===== config.mk =====
export PLATFORM = sky130hd
export DESIGN_NAME = sleep_tick_thread_scheduler_core_flat
export DESIGN_NICKNAME = d
export VERILOG_FILES = /design/src/rtl/core/sts_pkg.sv /design/src/rtl/core/sts_req_if.sv /design/src/rtl/core/sts_rsp_if.sv /design/src/rtl/core/sts_ram.sv /design/src/rtl/core/sleep_tick_thread_scheduler_core.sv /design/src/flat_wrapper.sv
export SDC_FILE = /design/constraint.sdc
export NUM_CORES = 1
export LEC_CHECK = 0
export BUFFER_PORTS_ARGS = -buffer_cell sky130_fd_sc_hd__buf_2
export CAP_MARGIN = 30
export CORE_ASPECT_RATIO = 0.7
export CORE_MARGIN = 2
export CORE_UTILIZATION = 50
export CTS_CLUSTER_DIAMETER = 60
export DETAILED_ROUTE_END_ITERATION = 10
export PLACE_DENSITY = 0.71
export SYNTH_ARGS = -nofsm -noshare
export SYNTH_HDL_FRONTEND = slang
export SYNTH_HIERARCHICAL = 1
export SYNTH_SLANG_ARGS = --single-unit

===== constraint.sdc =====
create_clock -name clk -period 4.39 [get_ports clk]
set_clock_uncertainty 0.05 [all_clocks]
set_input_delay 0.2195 -clock clk [delete_from_list [all_inputs] [get_ports clk]]
set_output_delay 0.2195 -clock clk [all_outputs]
set_load 0.005 [all_outputs]

===== src/rtl/core/sts_pkg.sv =====
// shared types and codes for the sleep-tick thread scheduler
`timescale 1ns / 1ps
package sts_pkg;

	localparam int REQ_W      = 3;
	localparam int TICKS_W    = 16;
	localparam int QSLOT_W    = 4;
	localparam int SLOT_OUT_W = 4;
	localparam int STAT_W     = 2;
	localparam int SSTATE_W   = 2;

	// request codes
	typedef enum logic [REQ_W-1:0] {
		REQ_TICK   = 3'd0,
		REQ_CREATE = 3'd1,
		REQ_SLEEP  = 3'd2,
		REQ_EXIT   = 3'd3,
		REQ_QUERY  = 3'd4
	} req_t;

	// slot states
	typedef enum logic [SSTATE_W-1:0] {
		SL_EMPTY = 2'd0,
		SL_READY = 2'd1,
		SL_SLEEP = 2'd2
	} slot_st_t;

	// result status codes
	typedef enum logic [STAT_W-1:0] {
		STAT_OK    = 2'd0,
		STAT_FULL  = 2'd1,
		STAT_NOCUR = 2'd2
	} stat_t;

	// one slot table entry as stored in memory
	typedef struct packed {
		slot_st_t           st;
		logic [TICKS_W-1:0] left;
	} entry_t;

	localparam int ENTRY_W = $bits(entry_t);

	// sequencer states
	typedef enum logic [2:0] {
		S_IDLE,
		S_SWEEP,
		S_QUERY,
		S_DRAIN,
		S_RESOLVE
	} fsm_t;

endpackage


===== src/rtl/core/sts_req_if.sv =====
// request channel: valid/ready handshake with request payload
`timescale 1ns / 1ps
interface sts_req_if;
	logic                        valid;
	logic                        ready;
	logic [sts_pkg::REQ_W-1:0]   req_type;
	logic [sts_pkg::TICKS_W-1:0] sleep_ticks;
	logic [sts_pkg::QSLOT_W-1:0] query_slot;

	modport source (output valid, output req_type, output sleep_ticks, output query_slot,
		input ready);
	modport sink (input valid, input req_type, input sleep_ticks, input query_slot,
		output ready);
endinterface


===== src/rtl/core/sts_rsp_if.sv =====
// result channel: valid/ready handshake with result payload
`timescale 1ns / 1ps
interface sts_rsp_if;
	logic                           valid;
	logic                           ready;
	logic [sts_pkg::SLOT_OUT_W-1:0] result_slot;
	logic                           switched;
	logic [sts_pkg::STAT_W-1:0]     status;
	logic [sts_pkg::SSTATE_W-1:0]   slot_state;
	logic [sts_pkg::SLOT_OUT_W-1:0] current_out;

	modport source (output valid, output result_slot, output switched, output status,
		output slot_state, output current_out, input ready);
	modport sink (input valid, input result_slot, input switched, input status,
		input slot_state, input current_out, output ready);
endinterface


===== src/rtl/core/sts_ram.sv =====
// generic simple dual-port ram with registered read
`timescale 1ns / 1ps
module sts_ram #(
	parameter int WIDTH = 18,
	parameter int DEPTH = 16
) (
	input  logic                     clk,
	input  logic                     we,
	input  logic [$clog2(DEPTH)-1:0] waddr,
	input  logic [WIDTH-1:0]         wdata,
	input  logic                     re,
	input  logic [$clog2(DEPTH)-1:0] raddr,
	output logic [WIDTH-1:0]         rdata
);
	logic [WIDTH-1:0] mem [DEPTH];

	always_ff @(posedge clk) begin
		if (we) begin
			mem[waddr] <= wdata;
		end
		if (re) begin
			rdata <= mem[raddr];
		end
	end
endmodule


===== src/rtl/core/sleep_tick_thread_scheduler_core.sv =====
// top level of the sleep-tick thread scheduler: slot table sweep and result register
`timescale 1ns / 1ps
//
//  channel  dir  beat contents                                  handshake
//  -------  ---  ---------------------------------------------  ---------
//  req      in   req_type, sleep_ticks, query_slot              valid/ready
//  rsp      out  result_slot, switched, status, slot_state,     valid/ready
//                current_out
//
//  one request at a time. tick and create sweep slots 1..NUM_SLOTS-1 through the
//  single read port of the slot ram, then drain and resolve before the next accept.
//  query reads one slot, then drains and resolves; sleep, exit and unknown codes go straight to resolve.
//  reset clears the per-slot valid bits at once, so an unwritten slot reads as
//  empty with a zero countdown; no clearing pass is needed.
//  a result waiting on rsp holds the sequencer in its resolve step; req.ready is
//  high only while the sequencer is idle.
module sleep_tick_thread_scheduler_core #(
	parameter int NUM_SLOTS = 16
) (
	input  logic  clk,
	input  logic  arst_n,
	sts_req_if.sink   req,
	sts_rsp_if.source rsp
);
	import sts_pkg::*;

	localparam int IW = $clog2(NUM_SLOTS);

	// sequencer
	fsm_t state_q, state_d;

	// captured request
	logic [REQ_W-1:0]   req_q;
	logic [TICKS_W-1:0] ticks_q;
	logic [QSLOT_W-1:0] qs_q;

	// scheduler state outside the ram
	logic [IW-1:0]        cur_q;
	logic [NUM_SLOTS-1:0] valid_q;

	// sweep address and the read in flight
	logic [IW-1:0] sweep_q;
	logic          s1_v_s1;
	logic [IW-1:0] s1_idx_s1;
	logic          s1_ent_valid_s1;

	// sweep findings
	logic          found_v_q;
	logic [IW-1:0] found_q;
	slot_st_t      qstate_q;

	// ram ports
	logic               ram_we;
	logic [IW-1:0]      ram_waddr;
	logic [ENTRY_W-1:0] ram_wdata;
	logic               ram_re;
	logic [IW-1:0]      ram_raddr;
	logic [ENTRY_W-1:0] ram_rdata;

	// entry processing for the returning read
	entry_t rd_ent;
	entry_t proc_ent;
	logic   proc_we;
	logic   cand;

	// resolve step
	logic          res_we;
	logic [IW-1:0] res_waddr;
	entry_t        res_wdata;
	logic          load_out;
	logic [IW-1:0] cur_d;
	logic [IW-1:0] res_idx;
	logic          res_sw;
	stat_t         res_stat;
	slot_st_t      res_sstate;
	logic          res_use_qs;

	// query range check
	logic [IW+QSLOT_W-1:0] qs_ext;
	logic                  qs_in_range;

	// output register
	logic                  out_v_q;
	logic [SLOT_OUT_W-1:0] out_slot_q;
	logic                  out_sw_q;
	logic [STAT_W-1:0]     out_stat_q;
	logic [SSTATE_W-1:0]   out_sstate_q;
	logic [SLOT_OUT_W-1:0] out_cur_q;

	// slot numbers wider than the output field are masked to its width
	logic [IW+SLOT_OUT_W-1:0] res_idx_ext;
	logic [IW+SLOT_OUT_W-1:0] cur_d_ext;

	sts_ram #(
		.WIDTH (ENTRY_W),
		.DEPTH (NUM_SLOTS)
	) u_slot_ram (
		.clk   (clk),
		.we    (ram_we),
		.waddr (ram_waddr),
		.wdata (ram_wdata),
		.re    (ram_re),
		.raddr (ram_raddr),
		.rdata (ram_rdata)
	);

	assign qs_ext      = (IW+QSLOT_W)'(qs_q);
	assign qs_in_range = (qs_q != '0) && (qs_ext < (IW+QSLOT_W)'(NUM_SLOTS));

	// an entry never written reads as empty with zero countdown
	assign rd_ent = s1_ent_valid_s1 ? entry_t'(ram_rdata) : '0;

	// per-entry update during a sweep
	always_comb begin
		proc_ent = rd_ent;
		proc_we  = 1'b0;
		cand     = 1'b0;
		if (s1_v_s1) begin
			unique case (req_q)
				REQ_TICK: begin
					if (rd_ent.st == SL_SLEEP) begin
						proc_we = 1'b1;
						if (rd_ent.left <= TICKS_W'(1)) begin
							proc_ent.st   = SL_READY;
							proc_ent.left = '0;
						end else begin
							proc_ent.left = rd_ent.left - TICKS_W'(1);
						end
					end
					// pick among slots after wake-up, never the current one
					cand = (proc_ent.st == SL_READY) && (s1_idx_s1 != cur_q);
				end
				REQ_CREATE: begin
					cand = (rd_ent.st == SL_EMPTY);
				end
				default: begin
				end
			endcase
		end
	end

	// sequencer next state, ram control and result
	always_comb begin
		state_d    = state_q;
		req.ready  = 1'b0;
		ram_re     = 1'b0;
		ram_raddr  = sweep_q;
		res_we     = 1'b0;
		res_waddr  = cur_q;
		res_wdata  = '0;
		load_out   = 1'b0;
		cur_d      = cur_q;
		res_idx    = '0;
		res_sw     = 1'b0;
		res_stat   = STAT_OK;
		res_sstate = SL_EMPTY;
		res_use_qs = 1'b0;

		unique case (state_q)
			S_IDLE: begin
				req.ready = 1'b1;
				if (req.valid) begin
					priority if (req.req_type == REQ_TICK || req.req_type == REQ_CREATE) begin
						state_d = S_SWEEP;
					end else if (req.req_type == REQ_QUERY) begin
						state_d = S_QUERY;
					end else begin
						state_d = S_RESOLVE;
					end
				end
			end
			S_SWEEP: begin
				ram_re    = 1'b1;
				ram_raddr = sweep_q;
				if (sweep_q == IW'(NUM_SLOTS - 1)) begin
					state_d = S_DRAIN;
				end
			end
			S_QUERY: begin
				// out-of-range slots read anything; the result is masked
				ram_re    = 1'b1;
				ram_raddr = qs_ext[IW-1:0];
				state_d   = S_DRAIN;
			end
			S_DRAIN: begin
				state_d = S_RESOLVE;
			end
			S_RESOLVE: begin
				load_out = !out_v_q || rsp.ready;
				unique case (req_q)
					REQ_TICK: begin
						if (found_v_q) begin
							cur_d  = found_q;
							res_sw = 1'b1;
						end
						res_idx = cur_d;
					end
					REQ_CREATE: begin
						if (found_v_q) begin
							res_we         = load_out;
							res_waddr      = found_q;
							res_wdata.st   = SL_READY;
							res_wdata.left = '0;
							res_idx        = found_q;
						end else begin
							res_stat = STAT_FULL;
						end
					end
					REQ_SLEEP, REQ_EXIT: begin
						if (cur_q == '0) begin
							res_stat = STAT_NOCUR;
						end else begin
							res_we    = load_out;
							res_waddr = cur_q;
							if (req_q == REQ_SLEEP) begin
								res_wdata.st   = SL_SLEEP;
								res_wdata.left = ticks_q;
							end
							res_idx = cur_q;
							cur_d   = '0;
						end
					end
					REQ_QUERY: begin
						res_use_qs = 1'b1;
						res_sstate = qstate_q;
					end
					default: begin
					end
				endcase
				if (load_out) begin
					state_d = S_IDLE;
				end
			end
			default: begin
				state_d = S_IDLE;
			end
		endcase

		// sweep write-back and resolve write never fall in the same cycle
		ram_we    = proc_we || res_we;
		ram_waddr = proc_we ? s1_idx_s1 : res_waddr;
		ram_wdata = proc_we ? proc_ent : res_wdata;
	end

	assign res_idx_ext = {{SLOT_OUT_W{1'b0}}, res_idx};
	assign cur_d_ext   = {{SLOT_OUT_W{1'b0}}, cur_d};

	always_ff @(posedge clk or negedge arst_n) begin
		if (!arst_n) begin
			state_q         <= S_IDLE;
			cur_q           <= '0;
			valid_q         <= '0;
			sweep_q         <= '0;
			s1_v_s1         <= 1'b0;
			s1_ent_valid_s1 <= 1'b0;
			found_v_q       <= 1'b0;
			out_v_q         <= 1'b0;
		end else begin
			state_q <= state_d;

			// capture request, restart sweep at slot 1
			if (state_q == S_IDLE && req.valid) begin
				sweep_q   <= IW'(1);
				found_v_q <= 1'b0;
			end else if (state_q == S_SWEEP) begin
				sweep_q <= sweep_q + IW'(1);
			end

			// read in flight
			s1_v_s1 <= ram_re;
			if (ram_re) begin
				s1_ent_valid_s1 <= valid_q[ram_raddr];
			end

			// first candidate of the sweep wins
			if (cand && !found_v_q) begin
				found_v_q <= 1'b1;
			end

			if (ram_we) begin
				valid_q[ram_waddr] <= 1'b1;
			end

			if (load_out) begin
				cur_q <= cur_d;
			end

			if (load_out) begin
				out_v_q <= 1'b1;
			end else if (rsp.ready) begin
				out_v_q <= 1'b0;
			end
		end
	end

	// payload registers
	always_ff @(posedge clk) begin
		if (state_q == S_IDLE && req.valid) begin
			req_q   <= req.req_type;
			ticks_q <= req.sleep_ticks;
			qs_q    <= req.query_slot;
		end
		if (ram_re) begin
			s1_idx_s1 <= ram_raddr;
		end
		if (cand && !found_v_q) begin
			found_q <= s1_idx_s1;
		end
		if (s1_v_s1 && req_q == REQ_QUERY) begin
			qstate_q <= qs_in_range ? rd_ent.st : SL_EMPTY;
		end
		if (load_out) begin
			out_slot_q   <= res_use_qs ? qs_q : res_idx_ext[SLOT_OUT_W-1:0];
			out_sw_q     <= res_sw;
			out_stat_q   <= res_stat;
			out_sstate_q <= res_sstate;
			out_cur_q    <= cur_d_ext[SLOT_OUT_W-1:0];
		end
	end

	assign rsp.valid       = out_v_q;
	assign rsp.result_slot = out_slot_q;
	assign rsp.switched    = out_sw_q;
	assign rsp.status      = out_stat_q;
	assign rsp.slot_state  = out_sstate_q;
	assign rsp.current_out = out_cur_q;

endmodule

===== src/flat_wrapper.sv =====
// flat-port wrapper written by rule: the top's interface ports become plain ports
module sleep_tick_thread_scheduler_core_flat import sts_pkg::*;
#(
	parameter int NUM_SLOTS = 16
)
  (clk, arst_n, req_valid, req_req_type, req_sleep_ticks, req_query_slot, req_ready, rsp_valid, rsp_result_slot, rsp_switched, rsp_status, rsp_slot_state, rsp_current_out, rsp_ready);
  sts_req_if req_i ();
  sts_rsp_if rsp_i ();
  input  logic clk;
  input  logic arst_n;
  input wire logic [$bits(req_i.valid)-1:0] req_valid;
  input wire logic [$bits(req_i.req_type)-1:0] req_req_type;
  input wire logic [$bits(req_i.sleep_ticks)-1:0] req_sleep_ticks;
  input wire logic [$bits(req_i.query_slot)-1:0] req_query_slot;
  output wire logic [$bits(req_i.ready)-1:0] req_ready;
  output wire logic [$bits(rsp_i.valid)-1:0] rsp_valid;
  output wire logic [$bits(rsp_i.result_slot)-1:0] rsp_result_slot;
  output wire logic [$bits(rsp_i.switched)-1:0] rsp_switched;
  output wire logic [$bits(rsp_i.status)-1:0] rsp_status;
  output wire logic [$bits(rsp_i.slot_state)-1:0] rsp_slot_state;
  output wire logic [$bits(rsp_i.current_out)-1:0] rsp_current_out;
  input wire logic [$bits(rsp_i.ready)-1:0] rsp_ready;
  assign req_i.valid = req_valid;
  assign req_i.req_type = req_req_type;
  assign req_i.sleep_ticks = req_sleep_ticks;
  assign req_i.query_slot = req_query_slot;
  assign req_ready = req_i.ready;
  assign rsp_valid = rsp_i.valid;
  assign rsp_result_slot = rsp_i.result_slot;
  assign rsp_switched = rsp_i.switched;
  assign rsp_status = rsp_i.status;
  assign rsp_slot_state = rsp_i.slot_state;
  assign rsp_current_out = rsp_i.current_out;
  assign rsp_i.ready = rsp_ready;
  sleep_tick_thread_scheduler_core #(.NUM_SLOTS(NUM_SLOTS)) u_core (.clk(clk), .arst_n(arst_n), .req(req_i), .rsp(rsp_i));
endmodule

==> results.toml <==
[timing]
rsz0062_at_grt = "false"
hold_violations = 0
final.setup.tns_ps = 0
tightestPinTransition_ps = 876
min_period_over_period_pct = 80.4
maxSlewHeadroom_pct = 41.4
max_freq_mhz = 283
layout_min_cycle_time_ps = 3530
maxSlewViolCount = 0
setup-violations-final = 0

[power_and_ir_drop]
seqPwrFrac_pct = 47.4
p_per_area_nw_per_um2 = 547
switching_share_pct = 30.0
p_sw_mw = 2.99
ir_drop_uv = 352
p_leak_nw = 6.58
clkPwrFrac_pct = 29.2
p_int_mw = 6.95
p_comb_share_pct = 23.4

[clock_tree]
cts.sinks = 383
clk_latency_ps = 540
clk_pin_slew_ps = 60
clk_path_buf_depth = 3
cts_root_buffer = "clkbuf_16"
tritoncts = "done"
post_cts_buffers = 0
htree_levels = 2
cts_buffers = 36

[synthesis]
synth_top_family_by_area = "multiplexers"
synth_xor_area_share_pct = 0.555
yosys.area.top_type = "edfxtp_1"
synth-simple-area-share_pct = 6.04
syn_inst = 882
yosysWarnings = 6
yosysSeqAreaShare_pct = 71.8
synthTopCellsByArea = "edfxtp_1, mux4_2, dfrtp_1"
synthFlopType = "edfxtp_1"
avgSynthCellArea_um2 = 17.9
synth.top_cell.area_share_pct = 66.9
synth_area_um2 = 15800
synth-seq-cells = 383
synth_cell_types = 61
syn_nets = 912
async_flop_share_pct = 8.09
synthMuxAreaShare_pct = 13.0
synthAdderAreaFrac_pct = 0.238
synth_compound_gate_area_share_pct = 6.69
synth_edf_count = 352

[global_route]
grtUsageTotal_pct = 22.0
antenna_found_initial = 0
grt_max_degree = 32
grt-ovfl-total = 0
first_global_vias = 8384
grt_pass1_wl_mm = 53.7

[detailed_routing]
detail_route.wl_per_cell_um = 24.9
drtIter0Drc = 1069
num_vias = 8846
dr.pass1.iters = 5
remaining_drc_errors = 0
routed_wl_mm = 35.9
drt-vias-per-instance = 6.14
ant_nets = 0

[placed_design]
io_buffers = 41
gp_routability_congestion = 0.893
dp.cells = 1353
hpwlAfterDp_mm = 22.8

[cells_and_area]
final_cells = 1441
mostFrequentLayoutCells = "edfxtp_1, nand2_1, mux4_2"
utilization_pct = 58.3
layout_commonest_cell = "edfxtp_1"
drive_gt1_share_pct = 23.1
diodes = 0
final_nets = 1025
syn_to_final_growth_pct = 15.0
fill_cells = 2276

[critical_path]
cp_num_buf_inv = 1
cp-end-kind = "flip-flop"
cp-start-kind = "flip-flop"
worstPathCellList = "or4b_4 -> or3_1 -> nor2_1 -> a21oi_1 -> or3b_2 -> nor2_2 -> buf_4"
worstSetupPathType = "flip-flop to flip-flop"
cpPeakStageDelay_ps = 620
cp_slowest_cell = "or4b_4"
crit_family = "simple AND/OR/NAND/NOR gates"
critPathArrivalTime_ps = 3710
critPathMaxFanout = 11
cp.required_ps = 4570

[flow_run]
drv_cap = 0

[floorplanning]
die_w_um = 216
die_h_um = 153
core_area_um2 = 31100
num_io_pins = 42
num_rows = 54
start_util_pct = 50.7
die_area_um2 = 33000

[outcome]
status = "complete, no violations"

[hold_path]
worst_hold_path_type = "input pin to flip-flop"
==> cells by family (layout without fill, tap and decap cells) <==
logic type / Yosys count / in the layout
DFF: 383 / 383
and+or+nand+nor: 189 / 189
AOI/OAI and AO/OA: 146 / 146
muxes: 100 / 100
buffers and inverters: 51 / 190
xor gates and xnor gates: 10 / 10
adders and majority gates: 3 / 3
==> area by class of cell <==
class	count	area, µm²	share of cell area (%)
Multi-Input combinational cell	448	4240	23.3
Clock buffer	49	1000	5.51
Clock inverter	15	81.3	0.448
Tap cell	420	526	2.89
Sequential cell	383	11300	62.5
Timing Repair Buffer	119	941	5.18
Inverter	7	26.3	0.145
==> state kept, by name, indices dropped and copies added (netlist names), 2 cells and up <==
signal and count:
u_core/u_slot_ram/mem 288, u_core/rsp.current_out 4, u_core/u_slot_ram/rdata 18, u_core/qstate_q 2
u_core/s1_idx_s1 4, u_core/state_q 3, u_core/ticks_q 16, u_core/valid_q 16
u_core/req_q 3, u_core/qs_q 4, u_core/found_q 4, u_core/rsp.status 2
u_core/rsp.result_slot 4, u_core/cur_q 4, u_core/rsp.slot_state 2, u_core/sweep_q 4
==> timing repair <==
| item | in CTS | in global routing |
|---|---|---|
| endpoints found under the hold margin | 54 | 0 |
| hold buffers | 24 | 0 |
| resized for setup | 0 | 0 |
==> worst paths after layout <==
path	start	end	slack [ps]	cells after the start
min in group asynchronous	arst_n	u_core/cur_q[0]	250	2
worst min-delay path	rsp_ready	u_core/rsp.valid	30	3
worst max-delay path	u_core/req_q[0]	u_core/u_slot_ram/mem[3][17]	860	7
worst min register to register	u_core/valid_q[5]	u_core/valid_q[5]	400	1
worst max register to register	u_core/req_q[0]	u_core/u_slot_ram/mem[3][17]	860	7
max in group asynchronous	arst_n	u_core/valid_q[10]	3570	2
==> Yosys cell counts, types with 13 or more instances <==
master and instances:
a22o_1 14, a22oi_1 42, edfxtp_1 352, clkbuf_1 25
nand2_1 59, nor3_1 13, mux4_2 54, a21o_1 18
mux4_1 22, nor2_1 41, dfrtp_1 31, mux2i_1 15
o21ai_0 24, nor2b_1 14
==> metrics by stage <==
stage	power, mW	setup slack, ps	hold slack [ps]	area, µm²
after floorplan	6.28	330	-126	15800
after global placement	6.99	902	266	16800
after detailed placement	7.06	894	270	16800
after CTS	9.97	854	8.32	18200
after global routing	10.4	589	37.7	18200
final	9.94	859	27.4	18200
==> worst min-delay path, delay by kind of cell <==
kind          cells  cell delay (ps)
buf+inv           1               70
simple gates      2              260
==> layer usage <==
metal  vias to the layer above  GRT usage, %  routed length [µm]
met5                         -             0                   0
met3                        44          5.55                3920
met4                         0          5.51                 610
met1                      4514          35.6               16200
met2                       455          29.8               15100
li1                       3833             -                   -
==> power groups by stage <==
stage	logic (mW)	clock network (mW)	registers, mW
3_5_place_dp	2.30	0	4.76
6_report	2.33	2.90	4.71
3_3_place_gp	2.22	0	4.76
4_1_cts	2.32	2.95	4.69
5_1_grt	2.50	3.11	4.74
2_1_floorplan	1.72	0	4.57
Power figures use the tool's default switching activity.
